[src/ctilt_pkg.sv]
package ctilt_pkg;

    // Fixed-point format
    localparam int ANGLE_FRAC_BITS   = 16;
    localparam int TAB_FRAC          = 24;
    localparam int CORDIC_ITERATIONS = 18;
    localparam int ROUND_SHIFT       = TAB_FRAC - ANGLE_FRAC_BITS;

    // Port widths
    localparam int S_DATA_W = 80;
    localparam int M_DATA_W = 112;
    localparam int CFG_IDX_W  = 8;
    localparam int CFG_DATA_W = 17;

    // Register indexes
    localparam logic [CFG_IDX_W-1:0] REG_GYRO_STEP_SCALE = 8'd0;
    localparam logic [CFG_IDX_W-1:0] REG_GYRO_WEIGHT     = 8'd1;

    localparam logic [15:0] GYRO_STEP_SCALE_RST = 16'd5117;
    localparam logic [16:0] GYRO_WEIGHT_RST     = 17'd64225;
    localparam logic [16:0] WEIGHT_ONE          = 17'd65536;

    // Angle limits
    localparam logic signed [47:0] LIM_ROLL   = 48'sd180 <<< ANGLE_FRAC_BITS;
    localparam logic signed [47:0] LIM_PITCH  = 48'sd90 <<< ANGLE_FRAC_BITS;
    localparam logic signed [47:0] LIM_FILTER = 48'sd1024 <<< ANGLE_FRAC_BITS;
    localparam logic signed [33:0] QUARTER_TURN = 34'sd90 <<< TAB_FRAC;

    // Vector moving through the CORDIC chain
    typedef struct packed {
        logic              tag;   // 0 roll, 1 pitch
        logic              zero;  // null vector, angle forced to 0
        logic signed [43:0] x;
        logic signed [43:0] y;
        logic signed [33:0] z;
    } cord_t;

    // atan(2^-i) in degrees, 24 fraction bits
    function automatic logic signed [33:0] atan_tab(input logic [4:0] idx);
        logic signed [33:0] r;
        case (idx)
            5'd0:  r = 34'sd754974720;
            5'd1:  r = 34'sd445687602;
            5'd2:  r = 34'sd235489088;
            5'd3:  r = 34'sd119537938;
            5'd4:  r = 34'sd60000934;
            5'd5:  r = 34'sd30029717;
            5'd6:  r = 34'sd15018523;
            5'd7:  r = 34'sd7509720;
            5'd8:  r = 34'sd3754917;
            5'd9:  r = 34'sd1877466;
            5'd10: r = 34'sd938734;
            5'd11: r = 34'sd469367;
            5'd12: r = 34'sd234684;
            5'd13: r = 34'sd117342;
            5'd14: r = 34'sd58671;
            5'd15: r = 34'sd29335;
            5'd16: r = 34'sd14668;
            5'd17: r = 34'sd7334;
            5'd18: r = 34'sd3667;
            5'd19: r = 34'sd1833;
            5'd20: r = 34'sd917;
            5'd21: r = 34'sd458;
            5'd22: r = 34'sd229;
            5'd23: r = 34'sd115;
            5'd24: r = 34'sd57;
            5'd25: r = 34'sd29;
            5'd26: r = 34'sd14;
            5'd27: r = 34'sd7;
            5'd28: r = 34'sd4;
            5'd29: r = 34'sd2;
            5'd30: r = 34'sd1;
            default: r = 34'sd0;
        endcase
        return r;
    endfunction

    // Quadrant fold so the chain always starts with x >= 0
    function automatic cord_t prerotate(input logic tag, input logic signed [43:0] x,
                                        input logic signed [43:0] y);
        cord_t c;
        c.tag  = tag;
        c.zero = (x == 44'sd0) && (y == 44'sd0);
        c.x    = x;
        c.y    = y;
        c.z    = 34'sd0;
        if (x[43]) begin
            if (!y[43]) begin
                c.x = y;
                c.y = -x;
                c.z = QUARTER_TURN;
            end else begin
                c.x = -y;
                c.y = x;
                c.z = -QUARTER_TURN;
            end
        end
        return c;
    endfunction

    // Shift right, rounding half away from zero
    function automatic logic signed [47:0] round_away(input logic signed [47:0] v,
                                                      input int unsigned sh);
        logic [47:0] mag;
        mag = v[47] ? 48'(-v) : 48'(v);
        mag = (mag + (48'd1 << (sh - 1))) >> sh;
        return v[47] ? -$signed(mag) : $signed(mag);
    endfunction

    function automatic logic signed [47:0] clamp(input logic signed [47:0] v,
                                                 input logic signed [47:0] lim);
        logic signed [47:0] r;
        r = v;
        if (v > lim) r = lim;
        if (v < -lim) r = -lim;
        return r;
    endfunction

endpackage

[src/ctilt_cell.sv]
module ctilt_cell (
    input  logic              aclk,
    input  logic              aresetn,
    input  logic [4:0]        stage_idx,
    input  logic              in_vld,
    input  ctilt_pkg::cord_t  in_data,
    output logic              out_vld,
    output ctilt_pkg::cord_t  out_data
);
    import ctilt_pkg::*;

    logic  vld_reg;
    cord_t data_reg;
    cord_t data_next;
    logic signed [43:0] dx;
    logic signed [43:0] dy;

    // One vectoring micro-rotation
    always_comb begin
        dx = in_data.y >>> stage_idx;
        dy = in_data.x >>> stage_idx;
        data_next = in_data;
        if (!in_data.y[43]) begin
            data_next.x = in_data.x + dx;
            data_next.y = in_data.y - dy;
            data_next.z = in_data.z + atan_tab(stage_idx);
        end else begin
            data_next.x = in_data.x - dx;
            data_next.y = in_data.y + dy;
            data_next.z = in_data.z - atan_tab(stage_idx);
        end
    end

    always_ff @(posedge aclk) begin
        if (!aresetn) begin
            vld_reg <= 1'b0;
        end else begin
            vld_reg <= in_vld;
        end
    end

    always_ff @(posedge aclk) begin
        data_reg <= data_next;
    end

    assign out_vld  = vld_reg;
    assign out_data = data_reg;

endmodule

[config.mk]
export PLATFORM = sky130hd
export DESIGN_NAME = ctilt_cell
export DESIGN_NICKNAME = d
export VERILOG_FILES = /design/src/ctilt_pkg.sv /design/src/ctilt_cell.sv
export SDC_FILE = /design/constraint.sdc
export NUM_CORES = 1
export LEC_CHECK = 0
export ABC_AREA = 1
export BUFFER_PORTS_ARGS = -buffer_cell sky130_fd_sc_hd__buf_2
export CAP_MARGIN = 30
export CORE_UTILIZATION = 34
export CTS_CLUSTER_SIZE = 10
export DETAILED_ROUTE_END_ITERATION = 10
export GPL_TIMING_DRIVEN = 0
export HOLD_SLACK_MARGIN = 0.05
export REMOVE_ABC_BUFFERS = 1
export SYNTH_ARGS = -nofsm -noshare
export SYNTH_HDL_FRONTEND = slang
export SYNTH_SLANG_ARGS = --single-unit
[constraint.sdc]
create_clock -name aclk -period 12.5 [get_ports aclk]
set_input_delay 0.625 -clock aclk [delete_from_list [all_inputs] [get_ports aclk]]
set_output_delay 0.625 -clock aclk [all_outputs]
set_load 0.03 [all_outputs]
==> run metrics <==
CP max stage cell=nor2_2; Total GRT Usage=0.259; H-tree levels=4; CP peak stage delay=0.74 ns; synth top area cells=nand2_1 20%, nand3_1 15%, dfxtp_1 13%; Die ar.=57,200 sq um; hold_buf cts=0; metal1 wirelength=32.8 mm; syn_area_per_cell=5.62 sq um; RePlAce Congestion=0.960; CTS tree=yes; Critical Path Start Type=input port; drc violations=0; Hold WC Path Type=in2reg; Yosys cell types=53; fillers=6,364; Initial Util=0.346; Worst EP required=12.88 ns; Most common cell on crit path=nand2_1; TritonRoute pass-1 iters=6; status=complete, no violations; Worst path top cell family by delay=compound AO/OA/AOI/OAI gates; VDD IR-drop max=112 uV; PortBufs=256; Setup Viol. Count Final=0; DPL Wire Length=62.2 mm; EDFF count, synth=0; Critical Path, Cell by Cell=buf_4, inv_4, nor2_2, nand3_1, nand2_1, a21oi_1, nand2_1, inv_2, ha_1, inv_1, o21ai_0, inv_1, ha_1, nand2_1, o21ai_0, nand2_1, nand2_1, nand2_1, nand2_1, a21oi_1, o21ai_0, a21boi_0, o21ai_0, xor2_1; CP Max Fanout=86; Final min period=6.52 ns; top-count cell post-synth=nand2_1; DR vias/cell=5.25; WP data arrival=6.90 ns; wire per inst=17.4 um; Die Ht=239 um; Post-CTS Setup Bufs=0; register bit total from synthesis=125; Setup TNS=0 ns; WP buf/inv=5; Final Cycle Share=0.521; chip width=239 um; Commonest cells post-synth=1,044 x nand2_1, 559 x nand3_1, 332 x inv_1, 308 x nor2_1, 184 x a21oi_1; fmax=153 MHz; register area share after synthesis=0.131; Starting DRT DRC Count=2,469; area share of the largest cell type after synthesis=0.205; post-route design area=21,500 sq um; Pleak=0.0112 uW; Remaining Overflow, GRT=0; Detailed Route WL=75.3 mm; initial antenna violation count=3; Max-slew headroom=0.336; CTS clk-pin slew, worst paths=0.05 ns; Synth Warn #=0; maximum clock path buffer count=2; routed wl met2=34.2 mm; largest area contributor in the netlist=nand2_1; fraction of registers with async set or reset after synthesis=0; # IOs=257; highest routed layer=met5; clk root buf=clkbuf_16; total clock sinks=125; maxcap violations=0; endpoints failing hold=0; Final ANT Viol Nets=0; main flop type after synthesis=dfxtp_1; Synth-to-Final Area Change=12.5%; met3 routed wirelength=4.67 mm; Synth Instances=3,406; power per cell area=134 nW/um^2; Worst setup EP type=flop; area post-placement=20,900 sq um; Layout Nets=3,849; Setup Crit Path Kind=in2reg; row count=86; Num CTS Buffers=17; RSZ-0062 raised after global routing=no; Final Slew Violations=0; post_cts resized=0; share of post-route cells with drive strength above 1=0.103; largest net degree at the start of global routing=94; first-pass GRT wire length=115 mm; vias in the first global route=20,600; Via Count=22,700; Worst Tran Pin Value=0.994 ns; synthesized cell area=19,100 sq um; core area=55,300 sq um
==> per-stage QoR <==
step	instances	power (uW)	hold slack [ns]	utilization	setup slack, ns
finish	4336	2880	0.258	0.389	5.98
global route	4334	3090	0.228	0.389	5.64
CTS	4334	2890	0.218	0.389	6.23
detailed placement	4303	2380	0.730	0.379	5.75
global placement	4296	2380	0.728	0.375	3.63
floorplan	3292	1850	0.653	-	6.90
==> sequential cells by signal, summed over array words and instances (netlist names) <==
name      cells
out_vld       1
out_data    124
==> path summary, 6_finish.rpt <==
kind / start / end / slack (ns) / depth (start not counted)
setup / recovery: stage_idx[2] / out_data[103]$_DFF_P_ / 5.98 / 24
hold / removal: in_data[122] / out_data[122]$_DFF_P_ / 0.26 / 1
==> kinds of logic (layout without fill, tap and decap cells) <==
group                      after synthesis  in the layout  synth area share
and+or+nand+nor                       2033           2033             0.454
xor gates and xnor gates               182            182            0.0837
AOI/OAI and AO/OA                      464            464             0.138
other                                    0              2                 0
adders and majority gates              143            143            0.0947
buffers and inverters                  459            639            0.0993
DFF                                    125            125             0.131
==> cell type report <==
class | instances | area (sq um) | share of cell area
timing repair buffer | 263 | 1460 | 0.0679
sequential | 125 | 2500 | 0.116
clock buffer | 18 | 429 | 0.0199
tap | 748 | 936 | 0.0435
multi-input combinational | 2822 | 14700 | 0.685
antenna | 2 | 5.00 | 0.000233
clock inverter | 13 | 145 | 0.00674
inverter | 345 | 1310 | 0.0606
==> report_power, final <==
part	switching, uW	leakage, uW	internal (uW)
clock network	199	0.000272	292
registers	37.5	0.00105	570
logic	1250	0.00985	529
==> metal layers <==
layer,track usage,vias to the layer above
met5,0,-
met4,0.122,6
met3,0.0378,145
met2,0.421,864
met1,0.334,10200
li1,-,11600
==> cells in the final DEF (no fill, tap or decap), types with 4 or more instances in the layout <==
cell type / Yosys / layout
a21boi_0: 10 / 10
a21o_1: 10 / 10
a21oi_1: 184 / 184
a31oi_1: 30 / 30
buf_16: 0 / 4
buf_2: 48 / 252
buf_4: 5 / 4
clkbuf_16: 0 / 17
clkinv_4: 0 / 5
dfxtp_1: 125 / 125
ha_1: 140 / 140
inv_1: 332 / 331
inv_2: 11 / 8
inv_4: 0 / 4
nand2_1: 1044 / 1044
nand2_2: 22 / 22
nand3_1: 559 / 559
nand3_2: 9 / 9
nand3b_1: 6 / 6
nand4_1: 32 / 32
nor2_1: 308 / 307
nor2_2: 14 / 15
nor2_4: 5 / 5
nor3_1: 22 / 22
nor4_1: 6 / 6
o211ai_1: 12 / 12
o21a_1: 18 / 18
o21ai_0: 141 / 141
o21ai_1: 19 / 19
o21ai_2: 5 / 5
o21bai_1: 10 / 10
o221ai_1: 4 / 4
o22ai_1: 4 / 4
xnor2_1: 55 / 55
xor2_1: 126 / 126
Power figures use the tool's default switching activity.
