$ cat src/ctilt_pkg.sv
package ctilt_pkg;

    // Fixed-point format
    localparam int ANGLE_FRAC_BITS   = 16;
    localparam int TAB_FRAC          = 24;
    localparam int CORDIC_ITERATIONS = 18;
    localparam int ROUND_SHIFT       = TAB_FRAC - ANGLE_FRAC_BITS;

    // Port widths
    localparam int S_DATA_W = 80;
    localparam int M_DATA_W = 112;
    localparam int CFG_IDX_W  = 8;
    localparam int CFG_DATA_W = 17;

    // Register indexes
    localparam logic [CFG_IDX_W-1:0] REG_GYRO_STEP_SCALE = 8'd0;
    localparam logic [CFG_IDX_W-1:0] REG_GYRO_WEIGHT     = 8'd1;

    localparam logic [15:0] GYRO_STEP_SCALE_RST = 16'd5117;
    localparam logic [16:0] GYRO_WEIGHT_RST     = 17'd64225;
    localparam logic [16:0] WEIGHT_ONE          = 17'd65536;

    // Angle limits
    localparam logic signed [47:0] LIM_ROLL   = 48'sd180 <<< ANGLE_FRAC_BITS;
    localparam logic signed [47:0] LIM_PITCH  = 48'sd90 <<< ANGLE_FRAC_BITS;
    localparam logic signed [47:0] LIM_FILTER = 48'sd1024 <<< ANGLE_FRAC_BITS;
    localparam logic signed [33:0] QUARTER_TURN = 34'sd90 <<< TAB_FRAC;

    // Vector moving through the CORDIC chain
    typedef struct packed {
        logic              tag;   // 0 roll, 1 pitch
        logic              zero;  // null vector, angle forced to 0
        logic signed [43:0] x;
        logic signed [43:0] y;
        logic signed [33:0] z;
    } cord_t;

    // atan(2^-i) in degrees, 24 fraction bits
    function automatic logic signed [33:0] atan_tab(input logic [4:0] idx);
        logic signed [33:0] r;
        case (idx)
            5'd0:  r = 34'sd754974720;
            5'd1:  r = 34'sd445687602;
            5'd2:  r = 34'sd235489088;
            5'd3:  r = 34'sd119537938;
            5'd4:  r = 34'sd60000934;
            5'd5:  r = 34'sd30029717;
            5'd6:  r = 34'sd15018523;
            5'd7:  r = 34'sd7509720;
            5'd8:  r = 34'sd3754917;
            5'd9:  r = 34'sd1877466;
            5'd10: r = 34'sd938734;
            5'd11: r = 34'sd469367;
            5'd12: r = 34'sd234684;
            5'd13: r = 34'sd117342;
            5'd14: r = 34'sd58671;
            5'd15: r = 34'sd29335;
            5'd16: r = 34'sd14668;
            5'd17: r = 34'sd7334;
            5'd18: r = 34'sd3667;
            5'd19: r = 34'sd1833;
            5'd20: r = 34'sd917;
            5'd21: r = 34'sd458;
            5'd22: r = 34'sd229;
            5'd23: r = 34'sd115;
            5'd24: r = 34'sd57;
            5'd25: r = 34'sd29;
            5'd26: r = 34'sd14;
            5'd27: r = 34'sd7;
            5'd28: r = 34'sd4;
            5'd29: r = 34'sd2;
            5'd30: r = 34'sd1;
            default: r = 34'sd0;
        endcase
        return r;
    endfunction

    // Quadrant fold so the chain always starts with x >= 0
    function automatic cord_t prerotate(input logic tag, input logic signed [43:0] x,
                                        input logic signed [43:0] y);
        cord_t c;
        c.tag  = tag;
        c.zero = (x == 44'sd0) && (y == 44'sd0);
        c.x    = x;
        c.y    = y;
        c.z    = 34'sd0;
        if (x[43]) begin
            if (!y[43]) begin
                c.x = y;
                c.y = -x;
                c.z = QUARTER_TURN;
            end else begin
                c.x = -y;
                c.y = x;
                c.z = -QUARTER_TURN;
            end
        end
        return c;
    endfunction

    // Shift right, rounding half away from zero
    function automatic logic signed [47:0] round_away(input logic signed [47:0] v,
                                                      input int unsigned sh);
        logic [47:0] mag;
        mag = v[47] ? 48'(-v) : 48'(v);
        mag = (mag + (48'd1 << (sh - 1))) >> sh;
        return v[47] ? -$signed(mag) : $signed(mag);
    endfunction

    function automatic logic signed [47:0] clamp(input logic signed [47:0] v,
                                                 input logic signed [47:0] lim);
        logic signed [47:0] r;
        r = v;
        if (v > lim) r = lim;
        if (v < -lim) r = -lim;
        return r;
    endfunction

endpackage

$ cat src/ctilt_sqrt.sv
module ctilt_sqrt (
    input  logic        aclk,
    input  logic        aresetn,
    input  logic        start,
    input  logic [47:0] radicand,
    output logic        done,
    output logic [23:0] root
);
    import ctilt_pkg::*;

    logic [47:0] rad_reg;
    logic [25:0] rem_reg;
    logic [23:0] root_reg;
    logic [4:0]  cnt_reg;
    logic        busy_reg;
    logic        done_reg;

    logic [26:0] rem_sh;
    logic [26:0] trial;

    // One result bit per cycle, restoring digit recurrence
    always_comb begin
        rem_sh = {rem_reg[24:0], rad_reg[47:46]};
        trial  = {1'b0, root_reg, 2'b01};
    end

    always_ff @(posedge aclk) begin
        if (!aresetn) begin
            busy_reg <= 1'b0;
            done_reg <= 1'b0;
            cnt_reg  <= 5'd0;
        end else begin
            done_reg <= 1'b0;
            if (start) begin
                busy_reg <= 1'b1;
                cnt_reg  <= 5'd0;
            end else if (busy_reg) begin
                cnt_reg <= cnt_reg + 5'd1;
                if (cnt_reg == 5'd23) begin
                    busy_reg <= 1'b0;
                    done_reg <= 1'b1;
                end
            end
        end
    end

    always_ff @(posedge aclk) begin
        if (start) begin
            rad_reg  <= radicand;
            rem_reg  <= 26'd0;
            root_reg <= 24'd0;
        end else if (busy_reg) begin
            rad_reg <= {rad_reg[45:0], 2'b00};
            if (rem_sh >= trial) begin
                rem_reg  <= 26'(rem_sh - trial);
                root_reg <= {root_reg[22:0], 1'b1};
            end else begin
                rem_reg  <= rem_sh[25:0];
                root_reg <= {root_reg[22:0], 1'b0};
            end
        end
    end

    assign done = done_reg;
    assign root = root_reg;

endmodule

$ cat config.mk
export PLATFORM = sky130hd
export DESIGN_NAME = ctilt_sqrt
export DESIGN_NICKNAME = d
export VERILOG_FILES = /design/src/ctilt_pkg.sv /design/src/ctilt_sqrt.sv
export SDC_FILE = /design/constraint.sdc
export NUM_CORES = 1
export LEC_CHECK = 0
export BUFFER_PORTS_ARGS = -buffer_cell sky130_fd_sc_hd__clkbuf_2
export CAP_MARGIN = 5
export CORE_ASPECT_RATIO = 0.5
export CORE_MARGIN = 3
export CORE_UTILIZATION = 40
export CTS_CLUSTER_SIZE = 24
export DETAILED_ROUTE_END_ITERATION = 10
export HOLD_SLACK_MARGIN = 0.06
export PLACE_DENSITY = 0.59
export SYNTH_ARGS = -nofsm -noshare
export SYNTH_HDL_FRONTEND = slang
export SYNTH_SLANG_ARGS = --single-unit
$ cat constraint.sdc
create_clock -name aclk -period 3.21 [get_ports aclk]
set_input_delay 0.4815 -clock aclk [delete_from_list [all_inputs] [get_ports aclk]]
set_output_delay 0.4815 -clock aclk [all_outputs]
set_load 0.01 [all_outputs]
==> reports/metrics.cfg <==
[setup_path]
critPathLaunch = root[10]$_SDFFE_PP0P_
crit_arrival_ns = 3.18
cp_max_fo = 11
worstReg2RegStart = root[10]$_SDFFE_PP0P_
cp.required_ns = 3.47
crit_type = reg -> reg
cp-end-kind = register
cp-start-kind = register

[routing]
post-route-drc-count = 0
drt_iter0_drc = 236
drtPass1Iterations = 4
totalWireLength_mm = 11.77
vias = 4119
wl_per_cell_um = 14.63
vias_per_cell = 5.123
ant_nets = 0

[clocking]
cts_tree = done
numCtsBuffers = 9
clkSinkCount = 104
h-tree-depth = 3
clockBufferDepth = 2
postCtsSetupRepairBufs = 0
insertion_delay_ns = 0.35
path_clk_slew_ns = 0.08
clockRootBuffer = clkbuf_16
postCtsHoldBufs = 0
cts_resized = 0

[sta]
setup_slack_ns = 0.2937
setup_violations = 0
hold_viol = 0
max_slew_margin = 0.6135
finalCritPeriodShare = 0.9085
rsz0062_at_grt = false
fmax_mhz = 342.9
final.setup_skew_ns = 0.008296
holdWs_ns = 0.3482
worst_slew_pin_slew_ns = 0.5797
slew_violations = 0
min_period_ns = 2.916
fin_tns_setup_ns = 0

[pwr]
vdd_drop_max_v = 0.0002781
power_frac_seq = 0.383
power_density_mw_per_mm2 = 634.6
internal-power_mw = 2.774
switching_power_mw = 1.407
p_leak_nw = 2.625
clkPwrFrac = 0.280
p_comb_frac = 0.338
total_power_mw = 4.180
switching_share = 0.3365

[hold_path]
hold_start = aresetn
min_path_type = in -> reg

[cells_and_area]
fillers = 1335
fin_util = 0.4782
largest_reg_flops = 48
regArea_mm2 = 0.002566
multiInputGateArea_mm2 = 0.002904
fin_nets = 685
area_growth_pct = 14.86
drive_gt1_frac = 0.2778
diodes = 0

[logic_synthesis]
synth-seq-cells = 104
syn_inst = 548
synth_top_area_frac = 0.2513
yosys_warnings = 0
synthTopCellsByArea = edfxtp_1 (25%), dfxtp_1 (20%), mux2_2 (9.0%)
syn_area_mm2 = 0.005736
syn_avg_cell_area_um2 = 10.47
yosys-top-cells-count = nor2_1 (61), dfxtp_1 (56), nand2_1 (49)
syn_nets = 626
synthArstFlopShare = 0
ys_seq_area_frac = 0.4468
synth_top_cell_by_area = edfxtp_1
synth_flop_cell = dfxtp_1
ys_types = 61
synth-edff-count = 48
synth.most_common_cell = nor2_1

[floorplan]
core-area_mm2 = 0.01378
fp.dieH_um = 90.67
die_x_um = 175.3
initial_core_util = 0.4163
die_area_mm2 = 0.01590
rows = 30
top_level_ports = 76

[global_routing]
grt_pass1_vias = 4037
grt_pass1_wl_mm = 19.98
grt_usage = 0.1508
antenna_found_initial = 0
grt_overflow = 0
grt_max_degree = 105

[placed_design]
preCtsSetupSlack_ns = 0.2657
numPortBuffers = 75
finalWeightedCongestion = 0.7940
dpl.hpwl_mm = 8.066

[status]
status = finished, final reports clean

[job]
cap_violations = 0

worst max-delay path: stages, from the launching register on:
cell	delay [ns]
dfxtp_1	0.38
inv_1	0.06
ha_1	0.40
a21oi_2	0.19
o21ai_1	0.09
or3_1	0.35
o21ai_4	0.22
o21a_4	0.19
o21a_1	0.35
buf_4	0.27
nand2_1	0.09
a311oi_2	0.24
power groups by stage:
stage,registers [mW],clock network [mW],logic (mW)
after floorplan,1.60,0,1.17
after global placement,1.63,0,1.40
after detailed placement,1.63,0,1.41
after CTS,1.60,1.21,1.42
after global routing,1.62,1.27,1.57
final,1.60,1.17,1.41
per-layer routing:
metal  share of wire  GRT usage  vias up
met3           0.053    0.05122        6
li1                -          -     2109
met2            0.43     0.2281       61
met1            0.51     0.2111     1943
met4          0.0074    0.02785        0
met5               0          0        -
through the flow:
step,instance area [µm²],std cells
final,6588,804
after global routing,6588,804
after floorplan,5736,548
after global placement,6275,788
after CTS,6588,804
after detailed placement,6275,788
cell families after synthesis:
kind of cell             Yosys count  synth area share
XOR/XNOR                          22           0.03360
AO/OA/AOI/OAI                    105            0.1525
multiplexers                      74            0.1392
adder cells (fa/ha/maj)           27           0.05890
AND/OR/NAND/NOR                  153            0.1222
flip-flops                       104            0.4468
buffers and inverters             63           0.04690
final timing paths:
| check | end | slack (ns) | cells past startpoint |
|---|---|---|---|
| max | rem_reg[14]$_SDFFE_PP0P_ | 0.29 | 11 |
| min reg2reg | done$_SDFF_PP0_ | 0.48 | 2 |
| max reg2reg | rem_reg[14]$_SDFFE_PP0P_ | 0.29 | 11 |
| min | busy_reg$_SDFF_PN0_ | 0.35 | 2 |
placed cells by master (no fill, tap or decap), types with 4 or more instances in the layout:
cell type	instances
nand3_1	6
nor2_1	61
nand2b_1	5
nand2_1	49
buf_4	6
o21ai_0	6
a21oi_1	18
dfxtp_1	55
a311oi_2	10
nand4_1	7
xnor2_1	13
mux2_2	46
a21o_1	10
edfxtp_1	48
clkbuf_16	9
a211oi_1	6
o21bai_1	5
a311oi_1	7
o21a_1	5
ha_1	27
inv_1	29
xor2_1	9
mux2i_1	28
a31oi_1	4
clkbuf_2	74
layout make-up:
cell class,count,area share
clock buffers,9,0.03419
clock inverters,7,0.01330
inverters,29,0.01652
multi-input cells,381,0.4408
flip-flops and latches,104,0.3896
well taps,192,0.03647
repair buffers,82,0.06914
Note: power is estimated with default switching activity, not from simulation.
